### src/sv/gmba_pkg.sv
// Shared types and constants for the grouped max-by aggregate block.
// Beat structs for the input and result queues, and the front-to-back op.
// No dependencies.
package gmba_pkg;

  localparam int GROUP_COUNT_DEF = 1024;
  localparam int KEY_BITS_DEF    = 64;
  localparam int VALUE_BITS_DEF  = 64;
  localparam int FIELD_W         = 64;
  localparam int GROUP_W         = 10;
  localparam int QUEUE_DEPTH     = 4;

  typedef enum logic [1:0] {
    KIND_RAW     = 2'd0,
    KIND_MERGE   = 2'd1,
    KIND_INIT    = 2'd2,
    KIND_EXTRACT = 2'd3
  } kind_t;

  typedef struct packed {
    kind_t                     kind;
    logic [GROUP_W-1:0]        group;
    logic signed [FIELD_W-1:0] sort_key;
    logic                      key_is_null;
    logic signed [FIELD_W-1:0] target_value;
    logic                      target_is_null;
    logic                      batch_last;
  } in_item_t;

  typedef struct packed {
    logic [GROUP_W-1:0]        out_group;
    logic signed [FIELD_W-1:0] out_target;
    logic                      out_target_null;
    logic signed [FIELD_W-1:0] out_key;
    logic                      out_key_null;
  } out_item_t;

  typedef enum logic [1:0] {
    OP_UPDATE       = 2'd0,
    OP_INIT         = 2'd1,
    OP_EXTRACT      = 2'd2,
    OP_EXTRACT_NONE = 2'd3
  } op_code_t;

  typedef struct packed {
    op_code_t                  code;
    logic [GROUP_W-1:0]        group;
    logic signed [FIELD_W-1:0] key;
    logic signed [FIELD_W-1:0] target;
    logic                      target_null;
  } op_t;

endpackage

### src/sv/gmba_front.sv
// Front end: accepts input beats, drops no-op rows, trims key/target widths
// and queues the resulting ops for the back end. Depends on gmba_pkg.
module gmba_front import gmba_pkg::*; #(
  parameter int GROUP_COUNT = GROUP_COUNT_DEF,
  parameter int KEY_BITS    = KEY_BITS_DEF,
  parameter int VALUE_BITS  = VALUE_BITS_DEF
) (
  input  logic     clk,
  input  logic     rst_n,
  input  logic     in_push,
  output logic     in_full,
  input  in_item_t in_item,
  input  logic     q_pop,
  output logic     q_empty,
  output op_t      q_head
);

  localparam int QAW = $clog2(QUEUE_DEPTH);
  localparam int QCW = $clog2(QUEUE_DEPTH + 1);

  logic                        in_ok;
  logic                        keep;
  logic signed [KEY_BITS-1:0]  key_trim;
  logic signed [VALUE_BITS-1:0] tgt_trim;
  op_t                         op;
  logic                        push_en;

  op_t            q_r [QUEUE_DEPTH];
  logic [QAW-1:0] wr_ptr_r, wr_ptr_nxt;
  logic [QAW-1:0] rd_ptr_r, rd_ptr_nxt;
  logic [QCW-1:0] count_r, count_nxt;

  always_comb begin
    in_ok          = (32'(in_item.group) < GROUP_COUNT);
    key_trim       = in_item.sort_key[KEY_BITS-1:0];
    tgt_trim       = in_item.target_value[VALUE_BITS-1:0];
    op.group       = in_item.group;
    op.key         = FIELD_W'(key_trim);
    op.target      = FIELD_W'(tgt_trim);
    op.target_null = in_item.target_is_null;
    op.code        = OP_UPDATE;
    keep           = 1'b0;
    case (in_item.kind)
      KIND_EXTRACT: begin
        keep    = 1'b1;
        op.code = in_ok ? OP_EXTRACT : OP_EXTRACT_NONE;
      end
      KIND_INIT: begin
        keep    = in_ok;
        op.code = OP_INIT;
      end
      KIND_RAW: begin
        keep = in_ok && !in_item.key_is_null;
      end
      KIND_MERGE: begin
        keep = in_ok && !in_item.key_is_null && !in_item.target_is_null;
      end
      default: begin
        keep = 1'b0;
      end
    endcase
  end

  assign in_full = (count_r == QCW'(QUEUE_DEPTH));
  assign q_empty = (count_r == '0);
  assign q_head  = q_r[rd_ptr_r];
  assign push_en = in_push && !in_full && keep;

  always_comb begin
    wr_ptr_nxt = wr_ptr_r;
    rd_ptr_nxt = rd_ptr_r;
    count_nxt  = count_r;
    if (push_en) begin
      wr_ptr_nxt = wr_ptr_r + 1'b1;
    end
    if (q_pop && !q_empty) begin
      rd_ptr_nxt = rd_ptr_r + 1'b1;
    end
    if (push_en && !(q_pop && !q_empty)) begin
      count_nxt = count_r + 1'b1;
    end else if (!push_en && q_pop && !q_empty) begin
      count_nxt = count_r - 1'b1;
    end
  end

  always_ff @(posedge clk) begin
    if (!rst_n) begin
      wr_ptr_r <= '0;
      rd_ptr_r <= '0;
      count_r  <= '0;
    end else begin
      wr_ptr_r <= wr_ptr_nxt;
      rd_ptr_r <= rd_ptr_nxt;
      count_r  <= count_nxt;
    end
  end

  always_ff @(posedge clk) begin
    if (push_en) begin
      q_r[wr_ptr_r] <= op;
    end
  end

endmodule

### config.mk
export PLATFORM = sky130hd
export DESIGN_NAME = gmba_front
export DESIGN_NICKNAME = d
export VERILOG_FILES = /design/src/sv/gmba_pkg.sv /design/src/sv/gmba_front.sv
export SDC_FILE = /design/constraint.sdc
export NUM_CORES = 1
export LEC_CHECK = 0
export BUFFER_PORTS_ARGS = -buffer_cell sky130_fd_sc_hd__buf_2
export CORE_ASPECT_RATIO = 1.2
export CORE_MARGIN = 1.5
export CORE_UTILIZATION = 30
export DETAILED_ROUTE_END_ITERATION = 8
export SLEW_MARGIN = 20
export SYNTH_ARGS = -nofsm -noshare
export SYNTH_HDL_FRONTEND = slang
export SYNTH_SLANG_ARGS = --single-unit
### constraint.sdc
create_clock -name clk -period 3 [get_ports clk]
set_input_delay 0.6 -clock clk [delete_from_list [all_inputs] [get_ports clk]]
set_output_delay 0.6 -clock clk [all_outputs]
set_load 0.005 [all_outputs]
; Word level (Yosys, flattened, before mapping)
; Memory sizes are Yosys's and may differ from the RTL's. A register that Yosys moved wholly into a read port is not among the register bits.
; Cells that the tools add are included.
; Widths: inputs -> output; s select.
[classes]
addsub = 4
n_eq_ne = 4
mux = 8
n_reduce_logical = 17
[op_table]
columns = op, n
row1 = $logic_and 1x1->1, 7
row2 = $logic_not 1->1, 6
row3 = $mux 3, 2
row4 = $add 2x1->2 const B, 2
row5 = $eq 2x2->1 const B, 2
row6 = $mux 2, 2
row7 = $pmux 2 s2, 1
row8 = $add 3x1->3 const B, 1
row9 = $eq 3x3->1 const B, 1
row10 = $logic_not 3->1, 1
row11 = $pmux 1 s3, 1
row12 = $sub 3x1->3 const B, 1
row13 = $eq 2x1->1 const B, 1
row14 = $logic_not 2->1, 1
row15 = $mux 1, 2
row16 = $reduce_bool 2->1, 1
row17 = $reduce_or 2->1, 1
[word_totals]
register_bits = 7
mem_bits_rw = 564
in_bits = 147
out_inout_bits = 143
elab_cells = 37
memories = 1
[mem_list]
columns = name, depth, word_bits, read_ports, rd_ports_with_merged_regs, write_ports, line
row1 = q_r, 4, 141, 1, 1, 1, gmba_front.sv:28  ; op_t q_r [QUEUE_DEPTH];

; Longest topological paths before layout
; Gate-level depths: netlist of the first run.
[logic_depth]
depth_word = 9
depth_mapped = 8
ltp_nobuf = 7

; Worst setup path before layout of the first run
; No wires, ideal clock.
[synth_path]
kind = in2reg
startpoint = input in_item[1] in the netlist's numbering
endpoint = memory q_r[0][0] in the netlist's numbering, enable pin
setup_time_ns = 0.440
arrival_ns = 2.796
required_time_ns = 2.560
setup_slack_ns = -0.236
path_stages = 4
n_path_buf = 1
cell_sequence = a21oi_1 o211a_1 buf_6 and2_2
[synth_via]
elab_chain_len = 6
[synth_lines]
columns = item, line
row1 = from (decl), gmba_front.sv:12  ; input in_item_t in_item,
row2 = $logic_not 1->1, gmba_front.sv:56  ; keep = in_ok && !in_item.key_is_null && !in_item.target_is_null;
row3 = $logic_and 1x1->1, gmba_front.sv:56
row4 = $pmux 1 s3, gmba_front.sv:43  ; case (in_item.kind)
row5 = $logic_and 1x1->1, gmba_front.sv:67  ; assign push_en = in_push && !in_full && keep;
row6 = $mux 1, gmba_front.sv:99  ; if (push_en) begin
row7 = $mux 1 (not written as such), gmba_front.sv:100  ; q_r[wr_ptr_r] <= op;
row8 = to (decl), gmba_front.sv:28
; Every way passes these cells.

==> metrics.txt, run 1 <==
Pwr Density=approximately 800 nW/um^2; dominant synthesized flop cell=edfxtp_1; sw frac=0.249; Ports=a little under 300; Worst Setup EP=q_head[82]; CTS tree=built; fin crit period=2.85 ns; Worst path depth=3; post-CTS setup buffer count=0; Post-DRT Antenna Nets=0; Avg Inst Size Synth=26.2 sq um; Buf+Inv Stages, Crit Path=2; Crit-path slowest cell=dfxtp_4; Hold Vio Cnt, Final=0; Worst-Margin Slew=approximately 0.6 ns; sequential area share after synthesis=0.823; leading area contributor after synthesis=edfxtp_1; Post-synth ARST share=0; core area=between 60,000 and 70,000 sq um; Layout area overhead=22.7%; Longest Clk Path Bufs=3; clock sinks=573; GR Overflow Total=0; worst reg2reg setup slack=roughly 0.77 ns; syn_nets=around 950; Post-Layout Cell Count=2,097; delay-heaviest family, CP=flip-flops; GPL Wtd Cong=between 0.6 and 0.7; layout cells sized above 1=0.466; R2R Path Start=count_r[0]$_SDFFE_PN0P_; die area=slightly above 70,000 sq um; WP data arrival=roughly 2.3 ns; Peak VDD IR=0.528 mV; crit path max fanout=28; Remaining DRCs=0; CTS root buf=clkbuf_16; hpwl dp=26,100 um; Post-CTS Resized=0; worst-skew pair later-pin latency=around 0.60 ns; Fill cells=slightly above 6,000; Final Max Slew Viols=0; hold slack=between 0.2 and 0.25 ns; Placed Instances=approximately 2,000; Syn Inst Count=around 800; row count=approximately 110; Post-synth EDFFs=between 500 and 600; WP data required=roughly 2.4 ns; initial standard-cell utilization of the core=0.304; FF+latch count, synth=573; CTS H-tree depth=2; fin crit share=0.950; post-synth top area share=0.815; P_sw=between 5 and 6 mW; Sequential Power Share=0.465; most common cell after layout, fill and taps aside=edfxtp_1; DRT Pass-1 Iters=6; crit path launch type=flip-flop; reg2reg path depth=7; hold_buf cts=0; P_int=between 15 and 20 mW; number of buffers created by CTS=57; final setup vio count=0; Mapped Area=slightly above 20,000 sq um; fin util=0.373; placed inst area=around 24,000 sq um; most frequent cells in the layout=edfxtp_1 (564), buf_2 (287), mux4_2 (141); max cap viols=0; leakage=approximately 8.4 nW; critical path type=flip-flop to output port; GRT Resource Usage Total=0.122; Reg-to-Reg End=count_r[2]$_SDFFE_PN0P_; Worst-path clk slew=0.06 ns; Fmax=about 350 MHz; largest net degree at the start of global routing=68; Via density=4.51; Hold Crit Class=input pin to flip-flop; Synth area leaders=edfxtp_1 (81%), mux4_2 (15%), dfxtp_1 (0.87%); Comb pwr share=0.204; Clock Skew=0.0157 ns; # port buffers=288; CP Capture Type=output port; first-pass GRT wire length=between 60,000 and 70,000 um; Synth cell types=29; Total Wirelength=43,000 um; drt wl/cell=between 20 and 25 um; vias in the first global route=10,400; Initial DRC Count=approximately 550; CP Cell Sequence=buf_4 -> mux4_2 -> buf_2; crit-path max cell delay=0.73 ns; Max-slew headroom=0.594; initial antenna violation count=6; Synth warnings=0; RSZ-0062 raised after global routing=true; chip height=between 200 and 300 um; die width=approximately 240 um; routed vias=between 9,000 and 10,000; clock share of power=0.331; post-route cell area=approximately 26,000 sq um; fin nets=1,292; status=finished, final reports clean
metrics by stage:
stage,TNS (ns),power [mW],setup slack (ns)
2_1_floorplan,-133.20,12.3,-0.236
3_3_place_gp,0,14.2,0.503
3_5_place_dp,0,14.2,0.478
4_1_cts,0,21.2,0.0154
5_1_grt,-0.0275,21.7,-0.0169
6_report,0,20.8,0.149
how the worst min path moves through the flow:
stage	start	endpoint	cells past startpoint
finish	in_item[56]	q_r[2][55]$_DFFE_PP_	1
global route	in_item[51]	q_r[3][50]$_DFFE_PP_	1
CTS	in_item[43]	q_r[3][42]$_DFFE_PP_	1
detailed placement	wr_ptr_r[1]$_SDFFE_PN0P_	wr_ptr_r[1]$_SDFFE_PN0P_	2
global placement	wr_ptr_r[1]$_SDFFE_PN0P_	wr_ptr_r[1]$_SDFFE_PN0P_	2
floorplan	wr_ptr_r[1]$_SDFFE_PN0P_	wr_ptr_r[1]$_SDFFE_PN0P_	2
metal layers:
metal  up-vias  part of all wire  global-route usage
li1       4128                 -                   -
met1      4999              0.39               0.145
met2       258              0.51               0.213
met3        74             0.073              0.0362
met4         8             0.023              0.0351
met5         -            0.0010                   0
synthesized netlist by cell type, types with 2 or more instances:
cell type    n
dfxtp_1      9
mux4_2     141
and2_2       4
nor2_1       2
buf_1        5
clkbuf_1    14
edfxtp_1   564
mux2i_1      3
and2_1       5
xnor2_1      3
buf_2       14
nand2_1      7
nor3_1       2
ha_1         4
inv_1        4
sequential cells by signal, summed over array words and instances (netlist names), named ones only:
name and cells:
wr_ptr_r 2, count_r 3, rd_ptr_r 2, q_r 564
area by class of cell:
class | instances | area, sq um | share of cell area
Multi-Input combinational cell | 184 | 3510 | 0.138
Clock inverter | 37 | 309 | 0.0121
Antenna cell | 1 | 2.50 | 0.0000981
Inverter | 4 | 15.0 | 0.000589
Sequential cell | 573 | 17100 | 0.671
Timing Repair Buffer | 320 | 1900 | 0.0743
Tap cell | 909 | 1140 | 0.0446
Clock buffer | 69 | 1510 | 0.0594
cells by family after synthesis:
family	Yosys count	synth area share
XOR/XNOR	4	0.00169
multiplexers	144	0.154
flip-flops	573	0.823
AO/OA/AOI/OAI	6	0.00229
buffers and inverters	38	0.00806
adder cells (fa/ha/maj)	5	0.00337
AND/OR/NAND/NOR	25	0.00710
power groups by stage:
stage                     registers (mW)  logic (mW)  clock network [mW]
after detailed placement            9.84        4.37                   0
after global placement              9.79        4.36                   0
final                               9.65        4.24                6.86
after global routing                9.71        4.63                7.37
after CTS                           9.67        4.39                7.11
after floorplan                     9.74        2.53                   0
Note: power is estimated with default switching activity, not from simulation.
==> inputs of run 2 (changes only) <==
--- a/config.mk
+++ b/config.mk
@@ -10,6 +10,7 @@
 export CORE_MARGIN = 1.5
 export CORE_UTILIZATION = 30
 export DETAILED_ROUTE_END_ITERATION = 8
+export SETUP_SLACK_MARGIN = 0.4
 export SLEW_MARGIN = 20
 export SYNTH_ARGS = -nofsm -noshare
 export SYNTH_HDL_FRONTEND = slang
==> run 2 against run 1 <==
Sequential cell count did not move. Global-route usage rose by 0.31 points. Maximum frequency is 6.4% higher. Core utilization grew 0.75 points. Final area grew 2.0%.
==> metrics.txt, run 2 (synthesized netlist as in run 1, its figures left out) <==
Pwr Total=21.5 mW (+3.7%); CP Capture Type=output port; Buf+Inv Stages, Crit Path=3 (+1); leakage=8.57 nW (+2.6%); Worst-Margin Slew=0.458 ns (-0.150 ns); CTS H-tree depth=2 (unchanged); WP data required=2.40 ns (about the same); Layout area overhead=25.2%; vias in the first global route=10,400 (+0.57%); worst reg2reg setup slack=0.73 ns (-0.04 ns); Pwr Density=827 nW/um^2 (+1.6%); Worst-path clk slew=0.06 ns (about the same); Longest Clk Path Bufs=3 (unchanged); Initial DRC Count=551 (+1.1%); crit-path max cell delay=0.54 ns (-0.19 ns); initial standard-cell utilization of the core=0.304 (unchanged); chip height=291 um (unchanged); delay-heaviest family, CP=multiplexers; fin crit period=2.68 ns (-0.171 ns); die width=243 um (unchanged); largest reg by FF count=q_r; WHS Path Cells=1 (unchanged); hold_buf cts=0 (unchanged); WHS Endpoint=q_r[2][55]$_DFFE_PP_; R2R Path Start=count_r[0]$_SDFFE_PN0P_; reg2reg path depth=7 (unchanged); Fill cells=6,145 (-0.86%); fin nets=1,310 (+1.4%); RSZ-0062 raised after global routing=true; Comb pwr share=0.235 (+0.031); Reg-to-Reg End=count_r[2]$_SDFFE_PN0P_; CTS root buf=clkbuf_16; largest net degree at the start of global routing=68 (unchanged); Hold Crit Class=input pin to flip-flop; P_sw=5.40 mW (+4.6%); crit path launch type=flip-flop; drt wl/cell=21.3 um (+3.9%); core area=68,400 sq um (unchanged); crit path max fanout=7 (-75%); Ports=290 (unchanged); layout cells sized above 1=0.474 (+0.00798); row count=105 (unchanged); fin util=0.380 (+0.00753); clock sinks=573 (unchanged); WP data arrival=2.08 ns (-0.17 ns); routed vias=9,622 (+1.6%); max cap viols=0 (unchanged); fin crit share=0.893 (-0.0571); final setup vio count=0 (unchanged); registers with the most flip-flops=q_r (564), count_r (3); Sequential Power Share=0.446 (-0.019); Hold Vio Cnt, Final=0 (unchanged); Crit-path slowest cell=mux4_2; Clock Skew=0.0186 ns (+0.00296 ns); most frequent cells in the layout=edfxtp_1 (564), buf_2 (275), mux4_2 (141); Remaining DRCs=0 (unchanged); GRT Resource Usage Total=0.125 (+0.00313); number of buffers created by CTS=57 (unchanged); CTS tree=built; worst-skew pair later-pin latency=0.60 ns (about the same); GPL Wtd Cong=0.668 (unchanged); P_int=16.1 mW (+3.3%); Post-DRT Antenna Nets=0 (unchanged); Fmax=373 MHz (+6.4%); first-pass GRT wire length=66,300 um (+2.0%); Total Wirelength=45,100 um (+4.8%); most common cell after layout, fill and taps aside=edfxtp_1; die area=70,900 sq um (unchanged); DRT Pass-1 Iters=4 (-2); critical path type=flip-flop to output port; # port buffers=288 (unchanged); initial antenna violation count=6 (unchanged); Via density=4.55 (+0.72%); Max-slew headroom=0.694 (+0.0999); sw frac=0.251 (+0.00225); Final Max Slew Viols=0 (unchanged); clock share of power=0.319 (-0.012); hpwl dp=26,100 um (unchanged); max FFs per register=564 (unchanged); GR Overflow Total=0 (unchanged); Peak VDD IR=0.533 mV (+0.93%); Hold Startpoint=in_item[56]; CP Cell Sequence=clkbuf_16 -> buf_16 -> mux4_2 -> buf_2; status=finished, final reports clean
-- run 2: cell types whose count changed in the layout (fill, tap and decap cells not counted), sizes merged --
cell / before / now
clkbuf: 69 / 76
buf: 320 / 331
diode: 1 / 2
-- run 2: timing repair --
| item | in CTS | in global routing |
|---|---|---|
| gates cloned | 3 | 7 |
| setup buffers | 8 | 0 |
| setup endpoints to repair | 141 | 131 |
| resized for setup | 13 | 25 |
-- run 2: worst max path at each step --
stage | start | depth (start not counted) | to | slack, ns
floorplan | in_item[1] | 4 | q_r[0][0]$_DFFE_PP_ | -0.24
global placement | in_item[1] | 7 | count_r[2]$_SDFFE_PN0P_ | 0.50
detailed placement | in_item[1] | 7 | count_r[2]$_SDFFE_PN0P_ | 0.48
CTS | flip-flop | 4 | q_head[21] | 0.24
global route | flip-flop | 4 | q_head[36] | 0.23
finish | flip-flop | 4 | q_head[124] | 0.32
-- run 2: per-layer routing --
metal	vias to the layer above	global-route usage	routed length [um]
li1	4172	-	-
met1	5096	0.149	18000
met2	268	0.218	22900
met3	78	0.0362	3070
met4	8	0.0351	1030
met5	-	0	45
-- run 2: through the flow --
step | worst slack (ns) | cells | hold slack (ns) | setup TNS [ns] | cell area, sq um
4_1_cts | 0.243 | 2107 | 0.150 | 0 | 25700
3_3_place_gp | 0.503 | 1990 | 0.492 | 0 | 23700
6_report | 0.321 | 2116 | 0.208 | 0 | 26000
2_1_floorplan | -0.236 | 795 | 0.476 | -133.20 | 20800
5_1_grt | 0.225 | 2114 | 0.175 | 0 | 26000
3_5_place_dp | 0.478 | 1990 | 0.513 | 0 | 23700
-- run 2: area by class of cell --
type                       count  area [sq um]  share of cell area
antenna                        2          5.00            0.000192
clock buffer                  69          1510              0.0582
clock inverter                37           309              0.0119
inverter                       4          15.0            0.000577
multi-input combinational    184          3510               0.135
sequential                   573         17100               0.658
tap                          909          1140              0.0437
timing repair buffer         338          2410              0.0926
-- run 2: power groups by stage --
stage                     registers (mW)  clock network, mW  logic (mW)
after floorplan                     9.74                  0        2.53
after global placement              9.79                  0        4.36
after detailed placement            9.84                  0        4.37
after CTS                           9.59               7.11        4.80
after global routing                9.64               7.37        5.46
final                               9.60               6.87        5.05
-- run 2: worst reg2reg max path: stages (launching register included) --
cell and delay, ns:
dfxtp_1 0.44, or3b_1 0.24, o211a_1 0.44, nand2_1 0.13, fa_1 0.44, and3b_2 0.22, mux2i_1 0.15, o311a_1 0.17
==> inputs of run 3 (changes only) <==
--- a/config.mk
+++ b/config.mk
@@ -8,8 +8,10 @@
 export BUFFER_PORTS_ARGS = -buffer_cell sky130_fd_sc_hd__buf_2
 export CORE_ASPECT_RATIO = 1.2
 export CORE_MARGIN = 1.5
-export CORE_UTILIZATION = 30
+export CORE_UTILIZATION = 45
 export DETAILED_ROUTE_END_ITERATION = 8
+export GPL_TIMING_DRIVEN = 0
+export PLACE_DENSITY = 0.65
 export SETUP_SLACK_MARGIN = 0.4
 export SLEW_MARGIN = 20
 export SYNTH_ARGS = -nofsm -noshare
==> constraint.sdc (replaced) <==
create_clock -name clk -period 3.1 [get_ports clk]
set_input_delay 0.62 -clock clk [delete_from_list [all_inputs] [get_ports clk]]
set_output_delay 0.62 -clock clk [all_outputs]
set_load 0.005 [all_outputs]
==> run 3 against run 2 <==
Global-route usage rose by 4.9 points. Setup slack improved by 0.073 ns. Critical path type unchanged. Via count down 0.70%.
==> metrics.txt, run 3 (synthesized netlist as in run 1, its figures left out) <==
Layout area overhead=23.5%; Ports=290 (unchanged); initial antenna violation count=12 (+6); sw frac=0.246 (-0.00507); worst-skew pair later-pin latency=0.58 ns (-0.02 ns); fin nets=1,319 (+0.69%); Post-Layout Cell Count=1,828 (-14%); reg2reg path depth=6 (-1); P_sw=5.02 mW (-6.9%); Worst-path clk slew=0.06 ns (about the same); Reg-to-Reg End=q_r[3][92]$_DFFE_PP_; fin util=0.561 (+0.181); final setup vio count=0 (unchanged); Hold Crit Class=input pin to flip-flop; met3 wire len=3390 um (+11%); clock share of power=0.302 (-0.017); crit path launch type=flip-flop; crit path max fanout=7 (unchanged); Via density=5.23 (+15%); metal1 wirelength=16,200 um (-10%); most common cell after layout, fill and taps aside=edfxtp_1; WP data required=2.48 ns (+0.08 ns); registers with the most flip-flops=q_r (564), count_r (3); Remaining DRCs=0 (unchanged); wire length on met2=21,300 um (-7.3%); Peak VDD IR=0.568 mV (+6.7%); fin worst setup slack=0.394 ns (+0.0731 ns); routed vias=9,555 (-0.70%); Final Max Slew Viols=0 (unchanged); max FFs per register=564 (unchanged); drt wl/cell=22.9 um (+7.4%); hpwl dp=25,800 um (-1.5%); CP Capture Type=output port; Initial DRC Count=406 (-26%); layout cells sized above 1=0.472 (-0.00152); GPL Wtd Cong=0.693 (+3.8%); die width=199 um (-18%); row count=86 (-18%); Clock Skew=0.0123 ns (-0.00629 ns); chip height=238 um (-18%); Longest Clk Path Bufs=3 (unchanged); Post-DRT Antenna Nets=0 (unchanged); most frequent cells in the layout=edfxtp_1 (564), buf_2 (278), mux4_2 (141); largest net degree at the start of global routing=45 (-34%); P_int=15.4 mW (-4.4%); CTS root buf=clkbuf_16; Pwr Density=796 nW/um^2 (-3.7%); Total Wirelength=41,800 um (-7.2%); Fmax=370 MHz; GRT Resource Usage Total=0.174 (+0.0493); Worst-Margin Slew=0.922 ns (+0.463 ns); largest reg by FF count=q_r; pre-CTS WS=-0.243 ns (-0.721 ns); GR Overflow Total=0 (unchanged); Comb pwr share=0.245 (+0.010); status=finished, final reports clean; Sequential Power Share=0.454 (+0.008); fin crit period=around 2.7 ns; CTS H-tree depth=2 (unchanged); Hold Vio Cnt, Final=0 (unchanged); die area=47,500 sq um (-33%); max cap viols=0 (unchanged); Fill cells=3,411 (-44%); R2R Path Start=count_r[0]$_SDFFE_PN0P_; Pwr Total=20.4 mW (-5.0%); DRT Pass-1 Iters=5 (+1); first-pass GRT wire length=60,800 um (-8.2%); # port buffers=287 (-0.35%); RSZ-0062 raised after global routing=true; CTS tree=built; Hold Startpoint=in_item[34]; Max Used Layer=met5; core area=45,700 sq um (-33%); critical path type=flip-flop to output port; Placed Instances=1,712 (-14%); WHS Endpoint=q_r[0][33]$_DFFE_PP_; fin crit share=0.873; clock sinks=573 (unchanged); initial standard-cell utilization of the core=0.455 (+0.151); Max-slew headroom=0.380 (-0.314); WP data arrival=2.09 ns (about the same); WHS Path Cells=1 (unchanged); number of buffers created by CTS=54 (-5.3%); vias in the first global route=10,100 (-3.6%); leakage=8.60 nW (+0.35%); worst reg2reg setup slack=0.55 ns (-0.18 ns)
-- run 3: power groups by stage --
| stage | sequential, mW | clock (mW) | combinational (mW) |
|---|---|---|---|
| 3_3_place_gp | 9.48 | 0 | 4.10 |
| 4_1_cts | 9.27 | 6.37 | 4.81 |
| 3_5_place_dp | 9.43 | 0 | 4.24 |
| 5_1_grt | 9.31 | 6.62 | 5.41 |
| 2_1_floorplan | 9.42 | 0 | 2.45 |
| 6_report | 9.27 | 6.17 | 5.00 |
-- run 3: critical path, cell delays in order, from the launching register on --
cell,delay [ns]
dfxtp_2,0.34
buf_12,0.13
clkbuf_16,0.19
clkbuf_16,0.17
mux4_2,0.51
buf_6,0.14
-- run 3: worst max-delay path by stage --
stage / startpoint / to / cells past startpoint
2_1_floorplan: in_item[1] / q_r[0][0]$_DFFE_PP_ / 4
3_3_place_gp: in_item[1] / q_r[1][54]$_DFFE_PP_ / 5
3_5_place_dp: flip-flop / q_head[124] / 5
4_1_cts: flip-flop / q_head[62] / 5
5_1_grt: flip-flop / q_head[95] / 5
6_report: flip-flop / q_head[64] / 5
-- run 3: timing repair --
action	4_1_cts	5_1_grt
gates cloned	3	9
setup endpoints to repair	141	141
hold buffers	0	0
buffers inserted	3	0
gates resized for setup	98	18
-- run 3: metal layers --
metal,global-route usage,up-vias
met5,0,-
met3,0.0646,80
met2,0.285,254
met1,0.218,5008
li1,-,4193
met4,0.0498,20
-- run 3: stage by stage --
stage	setup TNS [ns]	instance area, sq um	hold WS [ns]
floorplan	-88.08	20800	0.476
global placement	-1046.63	23000	0.489
detailed placement	-12.38	23300	0.522
CTS	0	25400	0.197
global route	0	25700	0.208
finish	0	25700	0.245
-- run 3: area by class of cell --
type | instances | area (sq um) | area share
Clock inverter | 32 | 229 | 0.00892
Sequential cell | 573 | 17100 | 0.667
Multi-Input combinational cell | 184 | 3510 | 0.137
Inverter | 4 | 15.0 | 0.000585
Tap cell | 616 | 771 | 0.0300
Clock buffer | 68 | 1430 | 0.0555
Timing Repair Buffer | 316 | 2120 | 0.0827
Antenna cell | 1 | 2.50 | 0.0000975
Buffer | 34 | 479 | 0.0187
